[config.mk]
export PLATFORM = sky130hd
export DESIGN_NAME = kmcf_ptr_ram
export DESIGN_NICKNAME = d
export VERILOG_FILES = /design/src/hdl/keyed_multi_channel_fifo_core_assert.svh /design/src/hdl/kmcf_pkg.sv /design/src/hdl/kmcf_ptr_ram.sv
export SDC_FILE = /design/constraint.sdc
export NUM_CORES = 1
export LEC_CHECK = 0
export ABC_CLOCK_PERIOD_IN_PS = 1820
export BUFFER_PORTS_ARGS = -buffer_cell sky130_fd_sc_hd__buf_4
export CAP_MARGIN = 20
export CORE_MARGIN = 3
export CORE_UTILIZATION = 50
export DETAILED_ROUTE_END_ITERATION = 16
export PLACE_DENSITY = 0.75
export SKIP_CTS_REPAIR_TIMING = 1
export SLEW_MARGIN = 20
export SYNTH_ARGS = -nofsm -noshare
export SYNTH_HDL_FRONTEND = slang
export SYNTH_SLANG_ARGS = --single-unit
[constraint.sdc]
create_clock -name i_clk -period 1.82 [get_ports i_clk]
set_input_delay 0.364 -clock i_clk [delete_from_list [all_inputs] [get_ports i_clk]]
set_output_delay 0.364 -clock i_clk [all_outputs]
set_load 0.02 [all_outputs]
[src/hdl/keyed_multi_channel_fifo_core_assert.svh]
`ifndef KEYED_MULTI_CHANNEL_FIFO_CORE_ASSERT_SVH
`define KEYED_MULTI_CHANNEL_FIFO_CORE_ASSERT_SVH

// same-cycle implication, checked on the rising clock edge outside reset
`define KMCF_ASSERT_IMP(name, clk, rst_n, ante, cons, msg) \
    name: assert property (@(posedge clk) disable iff (!rst_n) (ante) |-> (cons)) \
        else $error(msg);

// next-cycle implication, checked on the rising clock edge outside reset
`define KMCF_ASSERT_NXT(name, clk, rst_n, ante, cons, msg) \
    name: assert property (@(posedge clk) disable iff (!rst_n) (ante) |=> (cons)) \
        else $error(msg);

`endif

[src/hdl/kmcf_pkg.sv]
`timescale 1ns / 1ps

package kmcf_pkg;

    localparam int CHANNELS_DEF = 8;
    localparam int DEPTH_DEF    = 16;
    localparam int TOPIC_BYTES  = 8;
    localparam int USER_BYTES   = 4;

    localparam int TOPIC_W     = 64;
    localparam int USER_W      = 32;
    localparam int WEIGHT_W    = 32;
    localparam int CMD_W       = 3;
    localparam int CH_FIELD_W  = 3;
    localparam int STATUS_W    = 3;
    localparam int CFG_CH_W    = 4;
    localparam int CFG_DEPTH_W = 5;
    localparam int CFG_DATA_W  = 5;
    localparam int CFG_IDX_W   = 1;

    localparam logic [TOPIC_W-1:0] TOPIC_MASK = (TOPIC_BYTES >= 8) ? {TOPIC_W{1'b1}} :
        TOPIC_W'((64'd1 << (8 * TOPIC_BYTES)) - 64'd1);
    localparam logic [USER_W-1:0] USER_MASK = (USER_BYTES >= 4) ? {USER_W{1'b1}} :
        USER_W'((64'd1 << (8 * USER_BYTES)) - 64'd1);

    typedef enum logic [CMD_W-1:0] {
        CMD_WRITE_CH    = 3'd0,
        CMD_READ_CH     = 3'd1,
        CMD_WRITE_USER  = 3'd2,
        CMD_READ_USER   = 3'd3,
        CMD_LOOKUP_USER = 3'd4
    } t_cmd;

    typedef enum logic [STATUS_W-1:0] {
        ST_OK     = 3'd0,
        ST_FULL   = 3'd1,
        ST_EMPTY  = 3'd2,
        ST_NOUSER = 3'd3,
        ST_BADCH  = 3'd4
    } t_status;

    typedef enum logic [CFG_IDX_W-1:0] {
        CFG_CHANNELS = 1'b0,
        CFG_DEPTH    = 1'b1
    } t_cfg_reg;

    typedef enum logic [1:0] {
        S_IDLE,
        S_CHECK,
        S_READ
    } t_state;

    typedef enum logic [1:0] {
        OP_NONE,
        OP_WRITE,
        OP_READ
    } t_op;

    typedef struct packed {
        logic [TOPIC_W-1:0]  topic;
        logic [USER_W-1:0]   user;
        logic [WEIGHT_W-1:0] weight;
    } t_tuple;

endpackage

[src/hdl/kmcf_ptr_ram.sv]
`timescale 1ns / 1ps

module kmcf_ptr_ram #(
    parameter int CHANNELS = kmcf_pkg::CHANNELS_DEF,
    parameter int WIDTH    = 13,
    localparam int CH_W = (CHANNELS > 1) ? $clog2(CHANNELS) : 1
) (
    input  logic             i_clk,
    input  logic             i_rst_n,
    input  logic             i_re,
    input  logic [CH_W-1:0]  i_raddr,
    input  logic             i_we,
    input  logic [CH_W-1:0]  i_waddr,
    input  logic [WIDTH-1:0] i_wdata,
    output logic [WIDTH-1:0] o_rdata
);
    import kmcf_pkg::*;

    logic [WIDTH-1:0]    r_mem [CHANNELS];
    logic [CHANNELS-1:0] r_vld;
    logic [WIDTH-1:0]    r_rdata;

    // an entry never written reads as all pointers and count at zero
    always_ff @(posedge i_clk) begin
        if (!i_rst_n) begin
            r_vld <= '0;
        end else if (i_we) begin
            r_vld[i_waddr] <= 1'b1;
        end
    end

    always_ff @(posedge i_clk) begin
        if (i_we) begin
            r_mem[i_waddr] <= i_wdata;
        end
        if (i_re) begin
            r_rdata <= r_vld[i_raddr] ? r_mem[i_raddr] : '0;
        end
    end

    assign o_rdata = r_rdata;

endmodule

==> results.toml <==
[global_routing]
grt_max_degree = 17
grt_antenna_before_repair = 0
first_global_vias = 2453
grt_overflow = 0
grt_usage_pct = 18.6
grt_pass1_wl_um = 13400

[timing]
grt_setup_unrepaired = "no"
hold_violations = 0
drv_slew = 0
relSlewSlack_pct = 80.3
clock.fmax_ghz = 0.660
final-setup-viol-count = 0
timing.hold.ws_ps = 75.2
worst_pin_slew_ps = 295
setup_tns_ps = 0
finalWorstSetupSlack_ps = 305
period_needed_ps = 1520
skew_ps = 5.24
timing.final.crit_share_pct = 83.3

[routing]
finalWirelength_um = 8590
drt-vias-per-instance = 5.75
avgRoutedWirePerCell_um = 21.7
postRouteAntennaNets = 0
vias = 2270
first_pass_iters = 6
drc = 0
drt_iter0_drc = 128

[cells_and_area]
fill_cells = 582
antennaDiodeCount = 0
stdcell_area_um2 = 5840
fin_util_pct = 65.3
final_net_count = 297
stdcell_count = 395
syn_to_final_growth_pct = 23.8
drive_gt1_share_pct = 43.2

[outcome]
status = "finished, final reports clean"

[power_and_ir_drop]
power.leakage_nw = 2.04
p_total_mw = 7.05
internal-power_mw = 5.65
p_clk_share_pct = 48.3
swShare_pct = 19.8
p_comb_share_pct = 5.3
power.switching_mw = 1.39
power_frac_seq_pct = 46.4
vdd_drop_max_v = 0.00103
power.density_nw_per_um2 = 1210

[synth]
synth_area_leaders = "edfxtp_1, mux4_2, dfxtp_1"
postSynthCellCount = 211
ys_ff_latch = 125
ys_async_sr_fraction_pct = 0
yosysMostFrequentCell = "edfxtp_1"
yosysTopAreaCellShare_pct = 74.5
syn-cell-area_um2 = 4710
yosys_warnings = 0
synth_nets = 234
yosysSeqAreaShare_pct = 77.9
synth_edf_count = 117
synth_top_area_cell = "edfxtp_1"
synth_ff_type = "edfxtp_1"
synthTopCellsByCount = "edfxtp_1, mux4_2, mux2i_1"
syn_avg_cell_area_um2 = 22.3
yosysUniqueCellTypes = 16

[worst_setup_path]
path_buf_inv = 1
path_cells = "mux4_2 > mux2i_4 > buf_12 > nor2_2"
cp_max_fo = 9
cp-start-kind = "register"
cpPeakStageDelay_ps = 490
slowest_stage = "mux4_2"
crit-reg2reg-launch = "r_vld[3]$_SDFFE_PN0P_"
worstPathArrival_ps = 1780
cp_top_family = "multiplexers"
crit_path_start = "r_vld[3]$_SDFFE_PN0P_"
required_ps = 2090
end_kind = "register"
critPathKind = "reg2reg"

[worst_hold_path]
hp-start = "i_wdata[5]"
hold_class = "in2reg"

[floorplanning]
rows = 34
fp.dieW_um = 103
io_pins = 36
core_um2 = 8930
die_area_um2 = 10600
initial_core_util_pct = 52.8
die_height_um = 103

[place]
hpwl_um = 5060
routabilityCongestion = 0.707
port_buffers = 35
postPlaceCellArea_um2 = 5230
post-place-ws_ps = 63.5
dp_cells = 363

[cts]
path_clk_slew_ps = 60
clkSinkCount = 125
ctsLongestPathBuffers = 2
clk_latency_ps = 520
cts_buffers = 17
cts_root_buffer = "clkbuf_8"
htreeDepth = 4
cts_tree = "done"

[job]
drv_cap = 0
[sequential cells by signal, indices dropped and copies added, names as in the netlist]
signal / cells
r_vld: 8
r_mem: 104
o_rdata: 13
[layer usage]
layer | wire length (µm) | track usage [%]
met5 | 0 | 0
met4 | 202 | 9.46
met3 | 434 | 6.63
met2 | 4700 | 30.4
met1 | 3250 | 21.8
[power by group through the flow]
stage                     Clock (mW)  Sequential, mW  Combinational (mW)
after floorplan                    0            3.34               0.196
after global placement             0            3.32               0.369
after detailed placement           0            3.33               0.377
after CTS                       3.47            3.27               0.379
after global routing            3.61            3.28               0.404
final                           3.40            3.27               0.372
[cell families after synthesis]
logic type / Yosys count / share of synthesized area (%)
buffers and inverters: 10 / 1.38
muxes: 42 / 16.6
AOI/OAI and AO/OA: 8 / 1.27
DFF: 125 / 77.9
and+or+nand+nor: 26 / 2.81
[worst paths after layout]
kind | to | slack [ps] | cells after the start
min reg2reg | r_vld[5]$_SDFFE_PN0P_ | 470 | 1
min | r_mem[3][5]$_DFFE_PP_ | 80 | 1
max | o_rdata[1]$_SDFFCE_PN0P_ | 300 | 4
max reg2reg | o_rdata[1]$_SDFFCE_PN0P_ | 300 | 4
[layout by cell type, fill, tap and decap left out, types with 2 or more instances in the layout]
| cell | n |
|---|---|
| clkinv_4 | 4 |
| nor3_2 | 2 |
| nand2b_1 | 3 |
| o21a_1 | 8 |
| mux4_2 | 28 |
| buf_12 | 2 |
| nor2_2 | 10 |
| edfxtp_1 | 117 |
| nand2_1 | 2 |
| clkinv_1 | 2 |
| buf_4 | 52 |
| inv_6 | 2 |
| mux2i_1 | 13 |
| bufinv_16 | 4 |
| nor2_1 | 9 |
| dfxtp_1 | 8 |
| clkbuf_16 | 16 |
[cell type report]
type                    count  area, µm²  share of cell area (%)
multi-input cells          76        986                    16.9
clock buffers              18        418                    7.16
well taps                 108        135                    2.32
repair buffers             54        430                    7.38
clock inverters            14        193                    3.30
flip-flops and latches    125       3670                    63.0
Power figures use the tool's default switching activity.
