==> src/hdl/keyed_multi_channel_fifo_core_assert.svh <==
`ifndef KEYED_MULTI_CHANNEL_FIFO_CORE_ASSERT_SVH
`define KEYED_MULTI_CHANNEL_FIFO_CORE_ASSERT_SVH

// same-cycle implication, checked on the rising clock edge outside reset
`define KMCF_ASSERT_IMP(name, clk, rst_n, ante, cons, msg) \
    name: assert property (@(posedge clk) disable iff (!rst_n) (ante) |-> (cons)) \
        else $error(msg);

// next-cycle implication, checked on the rising clock edge outside reset
`define KMCF_ASSERT_NXT(name, clk, rst_n, ante, cons, msg) \
    name: assert property (@(posedge clk) disable iff (!rst_n) (ante) |=> (cons)) \
        else $error(msg);

`endif

==> src/hdl/kmcf_pkg.sv <==
`timescale 1ns / 1ps

package kmcf_pkg;

    localparam int CHANNELS_DEF = 8;
    localparam int DEPTH_DEF    = 16;
    localparam int TOPIC_BYTES  = 8;
    localparam int USER_BYTES   = 4;

    localparam int TOPIC_W     = 64;
    localparam int USER_W      = 32;
    localparam int WEIGHT_W    = 32;
    localparam int CMD_W       = 3;
    localparam int CH_FIELD_W  = 3;
    localparam int STATUS_W    = 3;
    localparam int CFG_CH_W    = 4;
    localparam int CFG_DEPTH_W = 5;
    localparam int CFG_DATA_W  = 5;
    localparam int CFG_IDX_W   = 1;

    localparam logic [TOPIC_W-1:0] TOPIC_MASK = (TOPIC_BYTES >= 8) ? {TOPIC_W{1'b1}} :
        TOPIC_W'((64'd1 << (8 * TOPIC_BYTES)) - 64'd1);
    localparam logic [USER_W-1:0] USER_MASK = (USER_BYTES >= 4) ? {USER_W{1'b1}} :
        USER_W'((64'd1 << (8 * USER_BYTES)) - 64'd1);

    typedef enum logic [CMD_W-1:0] {
        CMD_WRITE_CH    = 3'd0,
        CMD_READ_CH     = 3'd1,
        CMD_WRITE_USER  = 3'd2,
        CMD_READ_USER   = 3'd3,
        CMD_LOOKUP_USER = 3'd4
    } t_cmd;

    typedef enum logic [STATUS_W-1:0] {
        ST_OK     = 3'd0,
        ST_FULL   = 3'd1,
        ST_EMPTY  = 3'd2,
        ST_NOUSER = 3'd3,
        ST_BADCH  = 3'd4
    } t_status;

    typedef enum logic [CFG_IDX_W-1:0] {
        CFG_CHANNELS = 1'b0,
        CFG_DEPTH    = 1'b1
    } t_cfg_reg;

    typedef enum logic [1:0] {
        S_IDLE,
        S_CHECK,
        S_READ
    } t_state;

    typedef enum logic [1:0] {
        OP_NONE,
        OP_WRITE,
        OP_READ
    } t_op;

    typedef struct packed {
        logic [TOPIC_W-1:0]  topic;
        logic [USER_W-1:0]   user;
        logic [WEIGHT_W-1:0] weight;
    } t_tuple;

endpackage

==> src/hdl/kmcf_user_map.sv <==
`timescale 1ns / 1ps

module kmcf_user_map #(
    parameter int CHANNELS = kmcf_pkg::CHANNELS_DEF,
    localparam int CH_W  = (CHANNELS > 1) ? $clog2(CHANNELS) : 1,
    localparam int CNT_W = $clog2(CHANNELS + 1)
) (
    input  logic                        i_clk,
    input  logic                        i_rst_n,
    input  logic                        i_commit,
    input  logic [kmcf_pkg::USER_W-1:0] i_key,
    input  logic [CNT_W-1:0]            i_active,
    output logic                        o_found,
    output logic [CH_W-1:0]             o_ch
);
    import kmcf_pkg::*;

    logic [USER_W-1:0] r_map [CHANNELS];
    logic [CNT_W-1:0]  r_used;
    logic              done;
    logic              found;
    logic              grant;
    logic [CH_W-1:0]   sel;

    // first slot that is free or holds the key, in slot order
    always_comb begin
        done  = 1'b0;
        found = 1'b0;
        grant = 1'b0;
        sel   = '0;
        for (int i = 0; i < CHANNELS; i++) begin
            if (!done && (i < int'(i_active))) begin
                if (r_map[i] == '0) begin
                    done = 1'b1;
                    sel  = CH_W'(i);
                    if (32'(r_used) < 32'(i_active)) begin
                        found = 1'b1;
                        grant = 1'b1;
                    end
                end else if (r_map[i] == i_key) begin
                    done  = 1'b1;
                    sel   = CH_W'(i);
                    found = 1'b1;
                end
            end
        end
        if (i_key == '0) begin
            found = 1'b0;
            grant = 1'b0;
        end
        o_found = found;
        o_ch    = found ? sel : '0;
    end

    always_ff @(posedge i_clk) begin
        if (!i_rst_n) begin
            for (int i = 0; i < CHANNELS; i++) begin
                r_map[i] <= '0;
            end
            r_used <= '0;
        end else if (i_commit && grant) begin
            r_map[sel] <= i_key;
            r_used     <= r_used + CNT_W'(1);
        end
    end

endmodule

==> config.mk <==
export PLATFORM = sky130hd
export DESIGN_NAME = kmcf_user_map
export DESIGN_NICKNAME = d
export VERILOG_FILES = /design/src/hdl/keyed_multi_channel_fifo_core_assert.svh /design/src/hdl/kmcf_pkg.sv /design/src/hdl/kmcf_user_map.sv
export SDC_FILE = /design/constraint.sdc
export NUM_CORES = 1
export LEC_CHECK = 0
export ABC_AREA = 1
export ABC_CLOCK_PERIOD_IN_PS = 7950
export BUFFER_PORTS_ARGS = -buffer_cell sky130_fd_sc_hd__buf_2
export CAP_MARGIN = 20
export CORE_ASPECT_RATIO = 0.9
export CORE_UTILIZATION = 50
export CTS_CLUSTER_SIZE = 25
export DETAILED_ROUTE_END_ITERATION = 6
export PLACE_DENSITY = 0.66
export SETUP_SLACK_MARGIN = 0.2
export SLEW_MARGIN = 40
export SYNTH_ARGS = -nofsm -noshare
export SYNTH_HDL_FRONTEND = slang
export SYNTH_SLANG_ARGS = --single-unit
==> constraint.sdc <==
create_clock -name i_clk -period 7.95 [get_ports i_clk]
set_input_delay 1.1925 -clock i_clk [delete_from_list [all_inputs] [get_ports i_clk]]
set_output_delay 1.1925 -clock i_clk [all_outputs]
set_load 0.05 [all_outputs]
==> flow_summary.html <==
<table>
<tr><th>Metric</th><th>Value</th></tr>
<tr><th colspan="2">Synthesis</th></tr>
<tr><td>Flip-flop and latch count after synthesis</td><td>between 200 and 300</td></tr>
<tr><td>Synthesized instance count</td><td>1653</td></tr>
<tr><td>Most area-consuming cells after synthesis</td><td>edfxtp_1 50%, nor2_1 8.1%, nand2_1 7.0%, xnor2_1 6.1%, xor2_1 5.0%</td></tr>
<tr><td>Cell Area, Synth</td><td>0.0153 mm^2</td></tr>
<tr><td>Share of async-settable or async-resettable flops after synthesis</td><td>0%</td></tr>
<tr><td>Synthesized-area fraction occupied by ao, oa, aoi and oai cells</td><td>1.81%</td></tr>
<tr><td>EDFF count, synth</td><td>256</td></tr>
<tr><td>Fraction of synthesized area in multiplexers</td><td>0%</td></tr>
<tr><td>Cell type contributing the most total cell area after synthesis</td><td>edfxtp_1</td></tr>
<tr><td>Flip-flop cell with the highest count after synthesis</td><td>edfxtp_1</td></tr>
<tr><td>Syn_nets</td><td>1696</td></tr>
<tr><td>Syn Area/Cell</td><td>9.27 um^2</td></tr>
<tr><td>Fraction of post-synthesis cell area in the top cell type by area</td><td>between 50% and 60%</td></tr>
<tr><td>Warning count from the yosys run</td><td>0</td></tr>
<tr><td>Post-synthesis adder-cell area fraction</td><td>less than 1%</td></tr>
<tr><td>Post-synthesis share of cell area spent on and, or, nand and nor gates</td><td>28.7%</td></tr>
<tr><td>Unique masters post-synth</td><td>48</td></tr>
<tr><td>Sequential-to-total area share from yosys stat</td><td>around 51%</td></tr>
<tr><td>Dominant combinational cell family by area after synthesis</td><td>simple AND/OR/NAND/NOR gates</td></tr>
<tr><td>Xor/xnor share of the synthesized area</td><td>between 10% and 20%</td></tr>
<tr><th colspan="2">Die</th></tr>
<tr><td>Width of the chip</td><td>187 um</td></tr>
<tr><td>Top-level I/O count</td><td>43</td></tr>
<tr><td>Effective utilization at floorplan</td><td>about 51%</td></tr>
<tr><td>Height of the die</td><td>168 um</td></tr>
<tr><td>Full die area</td><td>around 0.031 mm^2</td></tr>
<tr><td>Placeable core area</td><td>0.0300 mm^2</td></tr>
<tr><td>Number of standard-cell rows in the floorplan</td><td>60</td></tr>
<tr><th colspan="2">Timing</th></tr>
<tr><td>Unrepaired setup endpoints after global routing</td><td>false</td></tr>
<tr><td>Worst Skew</td><td>12.4 ps</td></tr>
<tr><td>Hold Slack</td><td>511 ps</td></tr>
<tr><td>Total count of hold-check failures in the final report</td><td>0</td></tr>
<tr><td>Final Max Tran Viols</td><td>0</td></tr>
<tr><td>Tcrit/Tclk final</td><td>72.1%</td></tr>
<tr><td>Sum of negative setup slack</td><td>0 ps</td></tr>
<tr><td>Final worst path period need</td><td>5740 ps</td></tr>
<tr><td>Number of setup violations in the final report</td><td>0</td></tr>
<tr><td>Slew @ Worst Pin</td><td>~840 ps</td></tr>
<tr><td>Max Clock Freq</td><td>174 MHz</td></tr>
<tr><td>Headroom to the max-slew limit</td><td>43.3%</td></tr>
<tr><th colspan="2">Layout</th></tr>
<tr><td>Commonest cells after routing, fill and taps aside</td><td>328 x nor2_1, 283 x nand2_1, 256 x edfxtp_1, 121 x inv_1, 106 x xnor2_1</td></tr>
<tr><td>Area growth from synthesis to layout</td><td>8.28%</td></tr>
<tr><td>Layout Cell Area excl Fill</td><td>0.0166 mm^2</td></tr>
<tr><td>Share of post-route cells with drive strength above 1</td><td>between 10% and 20%</td></tr>
<tr><td>Post-route core utilization</td><td>55.2%</td></tr>
<tr><td>Nets@finish</td><td>1701</td></tr>
<tr><td>Most frequent standard cell in the layout excluding fill and tap cells</td><td>nor2_1</td></tr>
<tr><td>Number of filler cells placed in the layout</td><td>roughly 2700</td></tr>
<tr><td>Total inserted antenna cells</td><td>0</td></tr>
<tr><th colspan="2">Drt</th></tr>
<tr><td>Number of iterations in the first detailed-routing pass</td><td>5</td></tr>
<tr><td>Routed wire length per instance</td><td>20.5 um</td></tr>
<tr><td>DR vias</td><td>between 10000 and 15000</td></tr>
<tr><td>Final routed wirelength across all metal layers</td><td>42.8 mm</td></tr>
<tr><td>First DRT Iteration DRCs</td><td>1143</td></tr>
<tr><td>Average vias per placed instance</td><td>5.54</td></tr>
<tr><td>Count of antenna-violating nets left after detailed routing</td><td>0</td></tr>
<tr><td>Number of remaining DRC errors</td><td>0</td></tr>
<tr><th colspan="2">Run</th></tr>
<tr><td>Number of max-cap violations</td><td>0</td></tr>
<tr><th colspan="2">Global routing</th></tr>
<tr><td>Maximum number of pins on one net before global-route repair</td><td>46</td></tr>
<tr><td>Number of antenna violations at the first check in global routing</td><td>0</td></tr>
<tr><td>Number of global-route vias before repair</td><td>10700</td></tr>
<tr><td>Total overflow reported by the global router</td><td>0</td></tr>
<tr><td>Overall routing resource usage</td><td>27.3%</td></tr>
<tr><td>Wire length of the first global-routing pass</td><td>approximately 64 mm</td></tr>
<tr><th colspan="2">Setup path</th></tr>
<tr><td>Worst Setup Path Type</td><td>in2out</td></tr>
<tr><td>Flop-to-flop setup slack</td><td>2950 ps</td></tr>
<tr><td>Maximum fanout along the worst path</td><td>26</td></tr>
<tr><td>Endpoint type of the worst setup path</td><td>primary output</td></tr>
<tr><td>Critical register-to-register path startpoint</td><td>r_map[2][12]$_SDFFCE_PN0P_</td></tr>
<tr><td>Crit path DAT</td><td>4540 ps</td></tr>
<tr><td>R2r endpoint</td><td>r_map[0][30]$_SDFFCE_PN0P_</td></tr>
<tr><td>CP Data Required Time</td><td>6760 ps</td></tr>
<tr><td>Path depth of the worst reg2reg path</td><td>16</td></tr>
<tr><td>Element type at the critical path start</td><td>input port</td></tr>
<tr><th colspan="2">Min path</th></tr>
<tr><td>Type of the worst min-delay path</td><td>reg2reg</td></tr>
<tr><td>Origin of the worst min-delay path</td><td>r_used[2]$_SDFFE_PN0P_</td></tr>
<tr><td>Number of cells on the worst hold path</td><td>2</td></tr>
<tr><td>Hold EP</td><td>r_used[2]$_SDFFE_PN0P_</td></tr>
<tr><th colspan="2">Power and ir drop</th></tr>
<tr><td>Ratio of total power to cell area</td><td>between 150 and 200 mW/mm^2</td></tr>
<tr><td>Leakage power of the design</td><td>6.67 nW</td></tr>
<tr><td>IR drop worst, VDD</td><td>0.185 mV</td></tr>
<tr><th colspan="2">Place</th></tr>
<tr><td>Final RePlAce weighted congestion</td><td>0.987</td></tr>
<tr><td>Post-DP Area</td><td>0.0156 mm^2</td></tr>
<tr><td>Port Buffer Count</td><td>42</td></tr>
<tr><td>Placed wire-length estimate</td><td>30.2 mm</td></tr>
<tr><th colspan="2">CTS</th></tr>
<tr><td>Number of buffers created by CTS</td><td>30</td></tr>
<tr><td>Master cell of the clock root buffer</td><td>clkbuf_16</td></tr>
<tr><td>PostCTS Resize Cnt</td><td>0</td></tr>
<tr><td>CTS H-Tree Depth</td><td>1</td></tr>
<tr><td>Worst-path clk slew</td><td>60 ps</td></tr>
<tr><td># clock sinks</td><td>260</td></tr>
<tr><td>CTS tree</td><td>yes</td></tr>
<tr><td>Max clock buf depth</td><td>3</td></tr>
<tr><td>Post-CTS Repair Setup Buffers</td><td>0</td></tr>
<tr><td>Clk Latency, worst-skew pair</td><td>560 ps</td></tr>
<tr><td>Hold Buf Count CTS</td><td>0</td></tr>
<tr><th colspan="2">Outcome</th></tr>
<tr><td>Result of the run</td><td>completed</td></tr>
</table>
report_power, final:
part | switching, mW | internal, mW | total (mW)
Sequential | 0.0340 | 1.55 | 1.58
Combinational | 0.206 | 0.0962 | 0.302
Clock | 0.561 | 0.773 | 1.33
Total | 0.801 | 2.42 | 3.22
how the worst max path moves through the flow:
stage / startpoint / to / slack, ps
6_report: i_key[1] / o_ch[1] / 2210
4_1_cts: i_key[1] / o_ch[1] / 2340
2_1_floorplan: i_key[11] / r_map[1][0]$_SDFFCE_PN0P_ / 2060
5_1_grt: i_key[1] / o_ch[1] / 2050
3_3_place_gp: i_key[1] / r_map[7][6]$_SDFFCE_PN0P_ / 2010
3_5_place_dp: i_key[1] / r_map[7][4]$_SDFFCE_PN0P_ / 1940
through the flow:
step | setup WS [ps] | std cells | power [mW]
global placement | 2010 | 2026 | 1.90
CTS | 2340 | 2085 | 3.23
global route | 2050 | 2085 | 3.31
finish | 2210 | 2085 | 3.22
floorplan | 2060 | 1653 | 1.82
detailed placement | 1940 | 2029 | 1.91
state kept, by name (all words and copies together), names as in the netlist:
signal and flops:
r_map 256, r_used 4
area by class of cell:
class / instances / area, um^2 / area share [%]
Clock buffer: 34 / 787 / 4.74
Inverter: 148 / 568 / 3.42
Multi-Input combinational cell: 1163 / 6470 / 39.0
Clock inverter: 22 / 166 / 1.00
Tap cell: 403 / 504 / 3.04
Sequential cell: 260 / 7770 / 46.8
Timing Repair Buffer: 55 / 327 / 1.97
cells by family (layout without fill, tap and decap cells):
logic type | after synthesis | in the layout
buffers and inverters | 230 | 259
AND/OR/NAND/NOR | 922 | 922
adder cells (fa/ha/maj) | 4 | 4
AO/OA/AOI/OAI | 44 | 44
flip-flops | 260 | 260
XOR/XNOR | 193 | 193
per-layer routing:
layer	wire length, um	global-route usage, %	up-vias	share of wire, %
li1	-	-	5432	-
met1	19400	39.4	5619	45
met2	19300	43.8	434	45
met3	3200	3.84	58	7.5
met4	888	5.95	0	2.1
met5	0	0	-	0
worst max-delay path, cell delays in order:
cell and delay (ps):
buf_2 320, inv_1 360, nand2_1 140, nand2_1 60, nor2_1 90, nand2_1 80, inv_1 50, nand2_1 140
nor2_1 210, nand2_1 100, nand2_2 100, a21oi_4 100, o211ai_2 140, inv_1 120, nor2_4 260, buf_4 450
inv_1 170, nor2_1 160, nor2_1 70, buf_2 210
cells in the mapped netlist (3+ instances only):
cell / count
nor2_1: 329
nand2_1: 286
edfxtp_1: 256
inv_1: 121
xnor2_1: 106
xor2_1: 87
nor4_1: 56
nand4_1: 48
nor3_2: 40
nand3_1: 34
nor2_2: 32
nor3_1: 32
buf_4: 30
or2_2: 23
inv_2: 22
buf_2: 21
buf_6: 17
a21oi_1: 15
o21ai_0: 15
clkbuf_1: 14
nand2_2: 9
and2_1: 6
inv_4: 5
nand3_2: 5
dfxtp_1: 4
ha_1: 4
nand2_4: 4
or2_1: 4
nand3b_1: 3
nor2_4: 3
Note: power is estimated with default switching activity, not from simulation.
